==> src/hdl/palette_range_rotator_unit_assert.svh <==
`ifndef PALETTE_RANGE_ROTATOR_UNIT_ASSERT_SVH
`define PALETTE_RANGE_ROTATOR_UNIT_ASSERT_SVH
`ifndef SYNTHESIS
`define PRR_ASSERT_IMPLY(label, clk, rst, ante, cons) \
label: assert property (@(posedge clk) disable iff (rst) (ante) |-> (cons)) \
   else $error("palette range rotator check failed");
`define PRR_ASSERT_NEXT(label, clk, rst, ante, cons) \
label: assert property (@(posedge clk) disable iff (rst) (ante) |=> (cons)) \
   else $error("palette range rotator check failed");
`else
`define PRR_ASSERT_IMPLY(label, clk, rst, ante, cons)
`define PRR_ASSERT_NEXT(label, clk, rst, ante, cons)
`endif
`endif

==> src/hdl/prr_pkg.sv <==
package prr_pkg;

   localparam int COLOR_W    = 32;
   localparam int INDEX_W    = 8;
   localparam int SHIFT_W    = 16;
   localparam int START_W    = 8;
   localparam int STOP_W     = 9;
   localparam int BIT_CNT_W  = $clog2(SHIFT_W);
   localparam int ADDR_W_MAX = 12;
   localparam int CMP_W      = 13;
   localparam int RANGE_MAX  = 256;

   localparam logic [1:0] ACT_WRITE = 2'd0;
   localparam logic [1:0] ACT_READ  = 2'd1;
   localparam logic [1:0] ACT_ROTL  = 2'd2;
   localparam logic [1:0] ACT_ROTR  = 2'd3;

   typedef struct packed {
      logic [1:0]          action;
      logic [INDEX_W-1:0]  entry_index;
      logic [COLOR_W-1:0]  entry_color;
      logic [SHIFT_W-1:0]  shift_amount;
      logic [START_W-1:0]  range_start;
      logic [STOP_W-1:0]   range_stop;
   } req_type;

   typedef struct packed {
      logic [COLOR_W-1:0]  read_color;
      logic                accepted;
   } rsp_type;

   typedef struct packed {
      logic                start;
      logic [SHIFT_W-1:0]  dividend;
      logic [STOP_W-1:0]   divisor;
   } mod_req_type;

   typedef struct packed {
      logic                done;
      logic [STOP_W-1:0]   remainder;
   } mod_rsp_type;

endpackage

==> src/hdl/prr_mod_unit.sv <==
module prr_mod_unit (
   input  logic                  clock,
   input  logic                  reset,
   input  prr_pkg::mod_req_type  mod_req,
   output prr_pkg::mod_rsp_type  mod_rsp
);

   logic                             busy_ff, busy_in;
   logic                             done_ff, done_in;
   logic [prr_pkg::BIT_CNT_W-1:0]    bit_cnt_ff, bit_cnt_in;
   logic [prr_pkg::SHIFT_W-1:0]      dvd_ff, dvd_in;
   logic [prr_pkg::STOP_W-1:0]       dvs_ff, dvs_in;
   logic [prr_pkg::STOP_W-1:0]       rem_ff, rem_in;
   logic [prr_pkg::STOP_W:0]         trial;
   logic [prr_pkg::STOP_W:0]         diff;

   assign trial = {rem_ff, dvd_ff[prr_pkg::SHIFT_W-1]};
   assign diff  = trial - {1'b0, dvs_ff};

   always_comb begin
      busy_in    = busy_ff;
      done_in    = 1'b0;
      bit_cnt_in = bit_cnt_ff;
      dvd_in     = dvd_ff;
      dvs_in     = dvs_ff;
      rem_in     = rem_ff;
      if (busy_ff) begin
         // one quotient bit a cycle, keep only the remainder
         if (trial >= {1'b0, dvs_ff}) begin
            rem_in = diff[prr_pkg::STOP_W-1:0];
         end else begin
            rem_in = trial[prr_pkg::STOP_W-1:0];
         end
         dvd_in     = {dvd_ff[prr_pkg::SHIFT_W-2:0], 1'b0};
         bit_cnt_in = bit_cnt_ff - 1'b1;
         if (bit_cnt_ff == '0) begin
            busy_in = 1'b0;
            done_in = 1'b1;
         end
      end else if (mod_req.start) begin
         busy_in    = 1'b1;
         bit_cnt_in = prr_pkg::BIT_CNT_W'(prr_pkg::SHIFT_W - 1);
         dvd_in     = mod_req.dividend;
         dvs_in     = mod_req.divisor;
         rem_in     = '0;
      end
   end

   always_ff @(posedge clock) begin
      if (reset) begin
         busy_ff    <= 1'b0;
         done_ff    <= 1'b0;
         bit_cnt_ff <= '0;
      end else begin
         busy_ff    <= busy_in;
         done_ff    <= done_in;
         bit_cnt_ff <= bit_cnt_in;
      end
   end

   always_ff @(posedge clock) begin
      dvd_ff <= dvd_in;
      dvs_ff <= dvs_in;
      rem_ff <= rem_in;
   end

   assign mod_rsp.done      = done_ff;
   assign mod_rsp.remainder = rem_ff;

endmodule
==> config.mk <==
export PLATFORM = sky130hd
export DESIGN_NAME = prr_mod_unit
export DESIGN_NICKNAME = d
export VERILOG_FILES = /design/src/hdl/palette_range_rotator_unit_assert.svh /design/src/hdl/prr_pkg.sv /design/src/hdl/prr_mod_unit.sv
export SDC_FILE = /design/constraint.sdc
export NUM_CORES = 1
export LEC_CHECK = 0
export ABC_AREA = 1
export BUFFER_PORTS_ARGS = -buffer_cell sky130_fd_sc_hd__buf_2
export CORE_UTILIZATION = 45
export CTS_CLUSTER_SIZE = 14
export DETAILED_ROUTE_END_ITERATION = 8
export PLACE_DENSITY = 0.68
export SLEW_MARGIN = 10
export SYNTH_ARGS = -nofsm -noshare
export SYNTH_HDL_FRONTEND = slang
export SYNTH_SLANG_ARGS = --single-unit
==> constraint.sdc <==
create_clock -name clock -period 4.85 [get_ports clock]
set_input_delay 0.97 -clock clock [delete_from_list [all_inputs] [get_ports clock]]
set_output_delay 0.97 -clock clock [all_outputs]
set_load 0.01 [all_outputs]
==> impl_metrics.toml, run 1 <==
[run_status]
status = "finished, final reports clean"

[die]
die-width_um = 72.27
initial_core_util_pct = 47.05
dieArea_um2 = 5223
coreArea_um2 = 4723
die_y_um = 72.27
num_rows = 25
ios = 38

[synthesis]
netlist_top_cells_area = "edfxtp_1 45%, nand2_1 9.1%, inv_1 7.6%, dfxtp_1 6.3%, ha_1 5.6%"
ys_seq_area_share_pct = 50.90
yosysMostFrequentCell = "nand2_1"
synth_top_area_share_pct = 44.59
syn_inst = 241
ys_ff_latch = 40
ys_async_sr_fraction_pct = 0
ys.flop_type = "edfxtp_1"
synth_area_um2 = 2222
synth-edff-count = 33
synth_warnings = 0
synth_largest_area_cell = "edfxtp_1"
synth_top_cells_by_count = "54 x nand2_1, 45 x inv_1, 33 x edfxtp_1"
synth_cell_type_count = 26
avgSynthCellArea_um2 = 9.220
syn-num-nets = 280

[critical_path]
slowest_delay_ns = 0.96
path_class = "reg2reg"
r2r-start = "busy_ff$_SDFF_PP0_"
cp_data_arrival_time_ns = 2.61
r2r-end = "dvd_ff[8]$_DFFE_PP_"
critPathLaunchType = "register"
endpoint_kind = "register"
cp_max_fo = 29
r2r_slack_ns = 2.27
worstPathRequired_ns = 4.89
crit_chain = "inv_1 > nand2_1 > clkinv_1 > a22o_1"
cp_slowest_cell = "dfxtp_1"
rr_worst_depth = 4

[cts]
cts_made_buffers = 5
clk_pin_slew_worst_paths_ns = 0.08
cts_buffer_depth = 2
cts_max_level = 2
clkLatencyLatePin_ns = 0.29
root_buffer = "clkbuf_8"
cts_setup_buffers = 0
cts_resized = 0
cts_hold_buf = 0
cts_tree = "built"
clock-sinks = 40

[global_routing]
antenna_found_initial = 0
grt_usage_pct = 18.29
grt_overflow_total = 0
grt_pass1_vias = 1563
grt_max_degree = 30
grt_pass1_wl_mm = 7.189

[min_path]
hp-class = "reg2reg"
hold_end = "dvd_ff[0]$_SDFFE_PP0P_"
min_from = "dvd_ff[0]$_SDFFE_PP0P_"
holdPathStages = 2

[routing]
dr.first_iter.drc_count = 55
drc = 0
firstDrtPassIters = 4
drt_wl_total_mm = 4.195
ant_nets = 0
wire_per_inst_um = 12.05
vias_per_cell = 4.813
vias = 1675

[final_layout]
final_nets = 319
layout-drive-gt1-share_pct = 21.00
n_antenna_cell = 0
area_delta_synth_final_pct = 14.58
final_area_um2 = 2546

[sta]
final.period_utilization_pct = 53.12
slew_violations = 0
max-slew-margin-rel_pct = 35.45
fmaxAchievable_mhz = 388.2
finalHoldViolations = 0
tightest_slew_ns = 0.9672
setup-violations-final = 0
layout_setup_ws_ns = 2.274
finalSetupTns_ns = 0
period_minus_slack_ns = 2.576
finClkSkew_ns = 0.004370
rsz0062_at_grt = "false"

[placed_design]
portBuffers = 37
dpl_cell_area_um2 = 2464
dp_hpwl_mm = 3.069
place_ws_ns = 2.253
place_congestion = 0.7702

[power]
power.leakage_uw = 0.001264
p_total_uw = 931.6
peakVddDrop_mv = 0.2153
powerDensity_nw_per_um2 = 365.9

[run]
drv_cap = 0
worst max-delay path, delay by kind of cell, from the launching register on:
family	cells	cell delay (ns)
and+or+nand+nor	1	0.14
DFF	1	0.96
buffers and inverters	2	0.79
AOI/OAI and AO/OA	1	0.42
cell usage in the layout (no fill, tap or decap), drive strengths merged, types with 4 or more instances in the layout:
cell type and instances:
a21oi 5, a22o 14, buf 37, clkbuf 5
clkinv 4, dfxtp 7, edfxtp 33, ha 10
inv 45, nand2 64, nand3 12, nand3b 6
nor2 25
cell families after synthesis:
kind of cell / Yosys count / synth area share (%)
buffers and inverters: 51 / 9.009
and+or+nand+nor: 111 / 23.99
xor gates and xnor gates: 3 / 1.183
DFF: 40 / 50.90
adders and majority gates: 11 / 6.532
AOI/OAI and AO/OA: 25 / 8.390
layout make-up:
class	count	area, um^2
Clock buffer	5	68.82
Tap cell	67	83.83
Fill cell	455	2177
Sequential cell	40	1131
Multi-Input combinational cell	150	890.9
Inverter	46	172.7
Clock inverter	3	13.76
Timing Repair Buffer	37	185.2
sequential cells by signal (all words and copies together) (netlist names):
name / flops
bit_cnt_ff: 4
busy_ff: 1
done_ff: 1
dvd_ff: 16
dvs_ff: 9
rem_ff: 9
per-stage QoR:
step / std cells / utilization [%] / hold slack, ns
after floorplan: 241 / - / 0.4450
after global placement: 340 / 52.16 / 0.4649
after detailed placement: 340 / 52.16 / 0.4707
after CTS: 348 / 53.91 / 0.4822
after global routing: 348 / 53.91 / 0.5397
final: 348 / 53.91 / 0.4774
power breakdown:
group          total [uW]  switching (uW)  internal [uW]
clock network         209             112           97.6
registers             448            27.2            421
logic                 274             166            108
total                 932             305            626
how the worst max path moves through the flow:
stage | start | to | slack, ns | cells after the start
2_1_floorplan | mod_req[25] | dvd_ff[10]$_DFFE_PP_ | 2.94 | 2
4_1_cts | busy_ff$_SDFF_PP0_ | dvd_ff[8]$_DFFE_PP_ | 2.22 | 4
3_5_place_dp | busy_ff$_SDFF_PP0_ | dvd_ff[2]$_DFFE_PP_ | 2.25 | 4
6_report | busy_ff$_SDFF_PP0_ | dvd_ff[8]$_DFFE_PP_ | 2.27 | 4
5_1_grt | busy_ff$_SDFF_PP0_ | dvd_ff[8]$_DFFE_PP_ | 1.99 | 4
3_3_place_gp | busy_ff$_SDFF_PP0_ | dvd_ff[7]$_DFFE_PP_ | 2.37 | 4
routing by layer:
| layer | GRT usage [%] | vias to the layer above | part of all wire [%] |
|---|---|---|---|
| met5 | 0 | - | 0 |
| met1 | 24.91 | 771 | 49 |
| li1 | - | 861 | - |
| met4 | 7.843 | 0 | 1.8 |
| met3 | 4.583 | 7 | 4.8 |
| met2 | 27.83 | 36 | 45 |
Note: power is estimated with default switching activity, not from simulation.
==> run 2: changes to the inputs <==
ABC_AREA = 0   (was 1)
PLACE_DENSITY = 0.71   (was 0.68)
clock period = 2.2 ns   (was 4.85 ns; I/O delays follow)
==> impl_metrics.toml, run 2 <==
[critical_path]
slowest_delay_ns = 0.38
cp_slowest_cell = "edfxtp_1"
endpoint_kind = "register"
worstPathRequired_ns = 2.23
cp_data_arrival_time_ns = 2.12
rr_worst_depth = 9
critPathLaunchType = "register"
r2r_slack_ns = 0.11
cpMostUsedCell = "inv_1"
crit_chain = "inv_1 > ha_1 > inv_1 > fa_2 > a21oi_2 > o211ai_1 > o211a_2 > nor3_1 > a211oi_1"
cp_max_fo = 8
r2r-end = "rem_ff[2]$_SDFFCE_PN0P_"
r2r-start = "dvd_ff[15]$_DFFE_PP_"
path_class = "reg2reg"

[synthesis]
yosysMostFrequentCell = "edfxtp_1"
synth_area_um2 = 2024
synth_top_cells_by_count = "33 x edfxtp_1, 16 x inv_1, 15 x a22o_1"
synth_largest_area_cell = "edfxtp_1"
ys.flop_type = "edfxtp_1"
synth_cell_type_count = 38
synth-edff-count = 33
ys_seq_area_share_pct = 55.87
ys_async_sr_fraction_pct = 0
ys_ff_latch = 40
syn_inst = 177
synth_top_area_share_pct = 48.95
avgSynthCellArea_um2 = 11.44
syn-num-nets = 216
netlist_top_cells_area = "edfxtp_1 49%, dfxtp_1 6.9%, a22o_1 6.5%, ha_1 6.2%, a21oi_1 3.5%"
synth_warnings = 0

[cts]
cts_tree = "built"
cts_max_level = 2
clk_pin_slew_worst_paths_ns = 0.08
cts_buffer_depth = 2
root_buffer = "clkbuf_8"
clock-sinks = 40
cts_made_buffers = 5
clkLatencyLatePin_ns = 0.29

[routing]
drt_wl_total_mm = 4.180
vias = 1575
firstDrtPassIters = 4
wire_per_inst_um = 14.62
dr.first_iter.drc_count = 78
vias_per_cell = 5.507
drc = 0
ant_nets = 0

[power]
peakVddDrop_mv = 0.4545
power.leakage_uw = 0.001080
powerDensity_nw_per_um2 = 847.4
p_total_uw = 2123

[global_routing]
grt_usage_pct = 18.93
grt_max_degree = 25
grt_pass1_vias = 1473
grt_overflow_total = 0
antenna_found_initial = 0
grt_pass1_wl_mm = 6.962

[placed_design]
place_congestion = 0.8627
dp_hpwl_mm = 2.884
portBuffers = 37

[final_layout]
final_cell_mix = "37 x buf_2, 33 x edfxtp_1, 20 x buf_4"
area_delta_synth_final_pct = 23.73
layout-drive-gt1-share_pct = 32.05
largest_reg_flops = 16
final_nets = 272
final_common_cell = "buf_2"
n_antenna_cell = 0
largest-register = "dvd_ff"
top_regs = "dvd_ff (16), dvs_ff (9), rem_ff (9)"

[die]
initial_core_util_pct = 46.82
die_y_um = 69.07
die-width_um = 69.07
coreArea_um2 = 4324
ios = 38
dieArea_um2 = 4771
num_rows = 24

[run]
drv_cap = 0

[sta]
max-slew-margin-rel_pct = 75.66
finalSetupTns_ns = 0
tightest_slew_ns = 0.3629
final.period_utilization_pct = 94.95
finalHoldViolations = 0
slew_violations = 0
whs_ns = 0.3146
setup-violations-final = 0
fmaxAchievable_mhz = 478.7
finClkSkew_ns = 0.01032
period_minus_slack_ns = 2.089

[min_path]
holdPathStages = 1
hp-class = "in2reg"
hold_end = "dvs_ff[7]$_DFFE_PP_"
min_from = "mod_req[7]"

[run_status]
status = "finished, final reports clean"
-- run 2: cells by family after synthesis --
| group | count (synthesis) | synth area share (%) |
|---|---|---|
| adders and majority gates | 11 | 7.169 |
| buffers and inverters | 25 | 5.067 |
| DFF | 40 | 55.87 |
| AOI/OAI and AO/OA | 54 | 18.97 |
| xor gates and xnor gates | 3 | 1.298 |
| and+or+nand+nor | 42 | 10.57 |
| muxes | 2 | 1.051 |
-- run 2: worst max-delay path by stage --
stage / from / end / slack [ns] / depth (start not counted)
finish: dvd_ff[15]$_DFFE_PP_ / rem_ff[2]$_SDFFCE_PN0P_ / 0.11 / 9
global placement: rem_ff[2]$_SDFFCE_PN0P_ / rem_ff[6]$_SDFFCE_PN0P_ / 0.07 / 6
global route: dvd_ff[15]$_DFFE_PP_ / rem_ff[2]$_SDFFCE_PN0P_ / -0.06 / 9
floorplan: rem_ff[4]$_SDFFCE_PN0P_ / rem_ff[6]$_SDFFCE_PN0P_ / 0.06 / 8
CTS: rem_ff[2]$_SDFFCE_PN0P_ / rem_ff[6]$_SDFFCE_PN0P_ / 0.03 / 6
detailed placement: dvd_ff[15]$_DFFE_PP_ / rem_ff[5]$_SDFFCE_PN0P_ / 0.006 / 9
-- run 2: area by class of cell --
cell class | instances | area, um^2
inverter | 17 | 63.81
fill | 387 | 1819
sequential | 40 | 1131
multi-input combinational | 112 | 828.3
tap | 52 | 65.06
timing repair buffer | 57 | 335.3
clock buffer | 7 | 76.32
clock inverter | 1 | 5.005
-- run 2: worst max-delay path: cells and delay by family, from the launching register on --
kind                     cells  cell delay (ns)
AO/OA/AOI/OAI                4             0.58
flip-flops                   1             0.38
adder cells (fa/ha/maj)      2             0.52
buffers and inverters        2             0.13
AND/OR/NAND/NOR              1             0.22
-- run 2: through the flow --
step / worst slack (ns) / cell area, um^2 / instances / util (%)
5_1_grt: -0.06338 / 2505 / 286 / 57.93
3_3_place_gp: 0.07437 / 2374 / 276 / 54.89
6_report: 0.1112 / 2505 / 286 / 57.93
3_5_place_dp: 0.006248 / 2374 / 276 / 54.89
4_1_cts: 0.02508 / 2455 / 284 / 56.77
2_1_floorplan: 0.05591 / 2024 / 177 / -
-- run 2: power by group --
part,internal [uW],switching (uW),leakage [uW]
Clock,223,252,0.0000422
Combinational,319,350,0.000639
Sequential,930,48.8,0.000399
Total,1470,651,0.00108
-- run 2: routing by layer --
metal / GRT usage (%) / vias to the layer above / wire [um]
li1: - / 791 / -
met4: 10.20 / 0 / 95
met1: 24.83 / 734 / 1887
met3: 5.702 / 8 / 222
met2: 28.05 / 42 / 1973
met5: 0 / - / 0
-- run 2: timing repair --
item                                    4_1_cts  5_1_grt
pin swaps                                     0        2
endpoints found under the setup margin        1        9
setup buffers                                 0        2
resized for setup                             1       10
hold buffers                                  0        0
==> run 3: changes to the inputs <==
CORE_UTILIZATION = 49   (was 45)
PLACE_DENSITY = 0.77   (was 0.71)
==> impl_metrics.toml, run 3 (synthesis results as in run 2) <==
[critical_path]
path_delay_family = "simple AND/OR/NAND/NOR gates"
cp_data_arrival_time_ns = 2.30
cp_slowest_cell = "edfxtp_1"
cp_max_fo = 7
worstPathRequired_ns = 2.37
r2r_slack_ns = 0.07
critPathLaunchType = "register"
slowest_delay_ns = 0.42
path_class = "reg2reg"
crit_chain = "ha_2 > nand4_1 > o211a_1 > or2_1 > or4_1 > nand3_1"
endpoint_kind = "register"
crit_buf_inv = 0

[routing]
ant_nets = 0
firstDrtPassIters = 4
wire_per_inst_um = 14.84
drc = 0
dr.first_iter.drc_count = 85
vias_per_cell = 5.656
vias = 1561
drt_wl_total_mm = 4.097

[power]
p_comb_share_pct = 28.7
p_seq_share_pct = 44.5
peakVddDrop_mv = 0.5065
clkPwrFrac_pct = 26.8
switchingPower_uw = 659.1
swShare_pct = 29.66
internal_power_uw = 1563
power.leakage_uw = 0.001063
powerDensity_nw_per_um2 = 885.3

[global_routing]
grt_pass1_wl_mm = 6.479
grt_pass1_vias = 1393
grt_usage_pct = 20.66
grt_max_degree = 25
grt_overflow_total = 0
antenna_found_initial = 0

[cts]
clk_pin_slew_worst_paths_ns = 0.08
clock-sinks = 40
cts_buffer_depth = 2
cts_hold_buf = 0
clkLatencyLatePin_ns = 0.29
cts_max_level = 2
cts_tree = "built"
cts_made_buffers = 5
cts_setup_buffers = 0
root_buffer = "clkbuf_8"

[sta]
finalSetupTns_ns = 0
whs_ns = 0.3135
slew_violations = 0
max-slew-margin-rel_pct = 77.10
finalHoldViolations = 0
period_minus_slack_ns = 2.134
tightest_slew_ns = 0.3430
layout_setup_ws_ns = 0.06553
setup-violations-final = 0
fmaxAchievable_mhz = 468.5
final.period_utilization_pct = 97.02
finClkSkew_ns = 0.007553

[placed_design]
place_congestion = 0.8877
place_ws_ns = 0.02175
dp_hpwl_mm = 2.920
portBuffers = 37
dpl_cell_area_um2 = 2338

[final_layout]
final_common_cell = "buf_2"
largest_reg_flops = 16
top_regs = "dvd_ff (16), dvs_ff (9), rem_ff (9)"
fin_util_pct = 66.07
n_antenna_cell = 0
largest-register = "dvd_ff"
final_nets = 266
area_delta_synth_final_pct = 23.98
layout-drive-gt1-share_pct = 32.89
final_area_um2 = 2510
final_cell_mix = "37 x buf_2, 33 x edfxtp_1, 15 x a22o_1"

[run_status]
status = "finished, final reports clean"

[die]
dieArea_um2 = 4392
initial_core_util_pct = 53.29
die_y_um = 66.28
coreArea_um2 = 3799
num_rows = 22
die-width_um = 66.28
ios = 38

[run]
drv_cap = 0

[min_path]
hp-class = "in2reg"
==> run 3: cell count changes in the layout (fill, tap and decap cells not counted), moves of 2 or more <==
cell / delta
buf_4: -6
ha_1: -3
clkbuf_1: -2
ha_2: +2
inv_1: -2
inv_2: +2
==> run 3: area by class of cell <==
| cell class | instances | area, um^2 |
|---|---|---|
| timing repair buffer | 51 | 290.3 |
| sequential | 40 | 1131 |
| tap | 48 | 60.06 |
| clock inverter | 3 | 42.54 |
| inverter | 17 | 63.81 |
| fill | 296 | 1289 |
| clock buffer | 5 | 68.82 |
| multi-input combinational | 112 | 853.3 |
==> run 3: final timing paths <==
check | endpoint | from | cells past startpoint
worst min register to register | bit_cnt_ff[0]$_SDFFE_PP0P_ | bit_cnt_ff[0]$_SDFFE_PP0P_ | 2
worst max register to register | rem_ff[6]$_SDFFCE_PN0P_ | rem_ff[2]$_SDFFCE_PN0P_ | 6
worst min-delay path | dvs_ff[2]$_DFFE_PP_ | mod_req[2] | 1
worst max-delay path | rem_ff[6]$_SDFFCE_PN0P_ | rem_ff[2]$_SDFFCE_PN0P_ | 6
==> run 3: metrics by stage <==
step	std cells	total power, uW
after global routing	276	2342
final	276	2222
after CTS	276	2195
after detailed placement	268	1596
after global placement	268	1583
after floorplan	177	1383
==> run 3: power by group through the flow <==
| stage | clock (uW) | sequential, uW | combinational (uW) |
|---|---|---|---|
| floorplan | 0 | 1000 | 384 |
| global placement | 0 | 1000 | 582 |
| detailed placement | 0 | 1000 | 595 |
| CTS | 613 | 987 | 595 |
| global route | 637 | 1000 | 704 |
| finish | 595 | 989 | 637 |
==> run 3: layer usage <==
| metal | vias to the layer above | GRT usage, % | routed length (um) | part of all wire, % |
|---|---|---|---|---|
| met1 | 720 | 26.06 | 1793 | 44 |
| met4 | 0 | 9.043 | 102 | 2.5 |
| met2 | 52 | 32.27 | 1917 | 47 |
| met3 | 9 | 6.724 | 283 | 6.9 |
| met5 | - | 0 | 0 | 0 |
| li1 | 780 | - | - | - |
==> run 3: repair_timing <==
action / 4_1_cts / 5_1_grt
endpoints found under the setup margin: 0 / 9
resized for setup: 0 / 18
hold endpoints to repair: 0 / 0
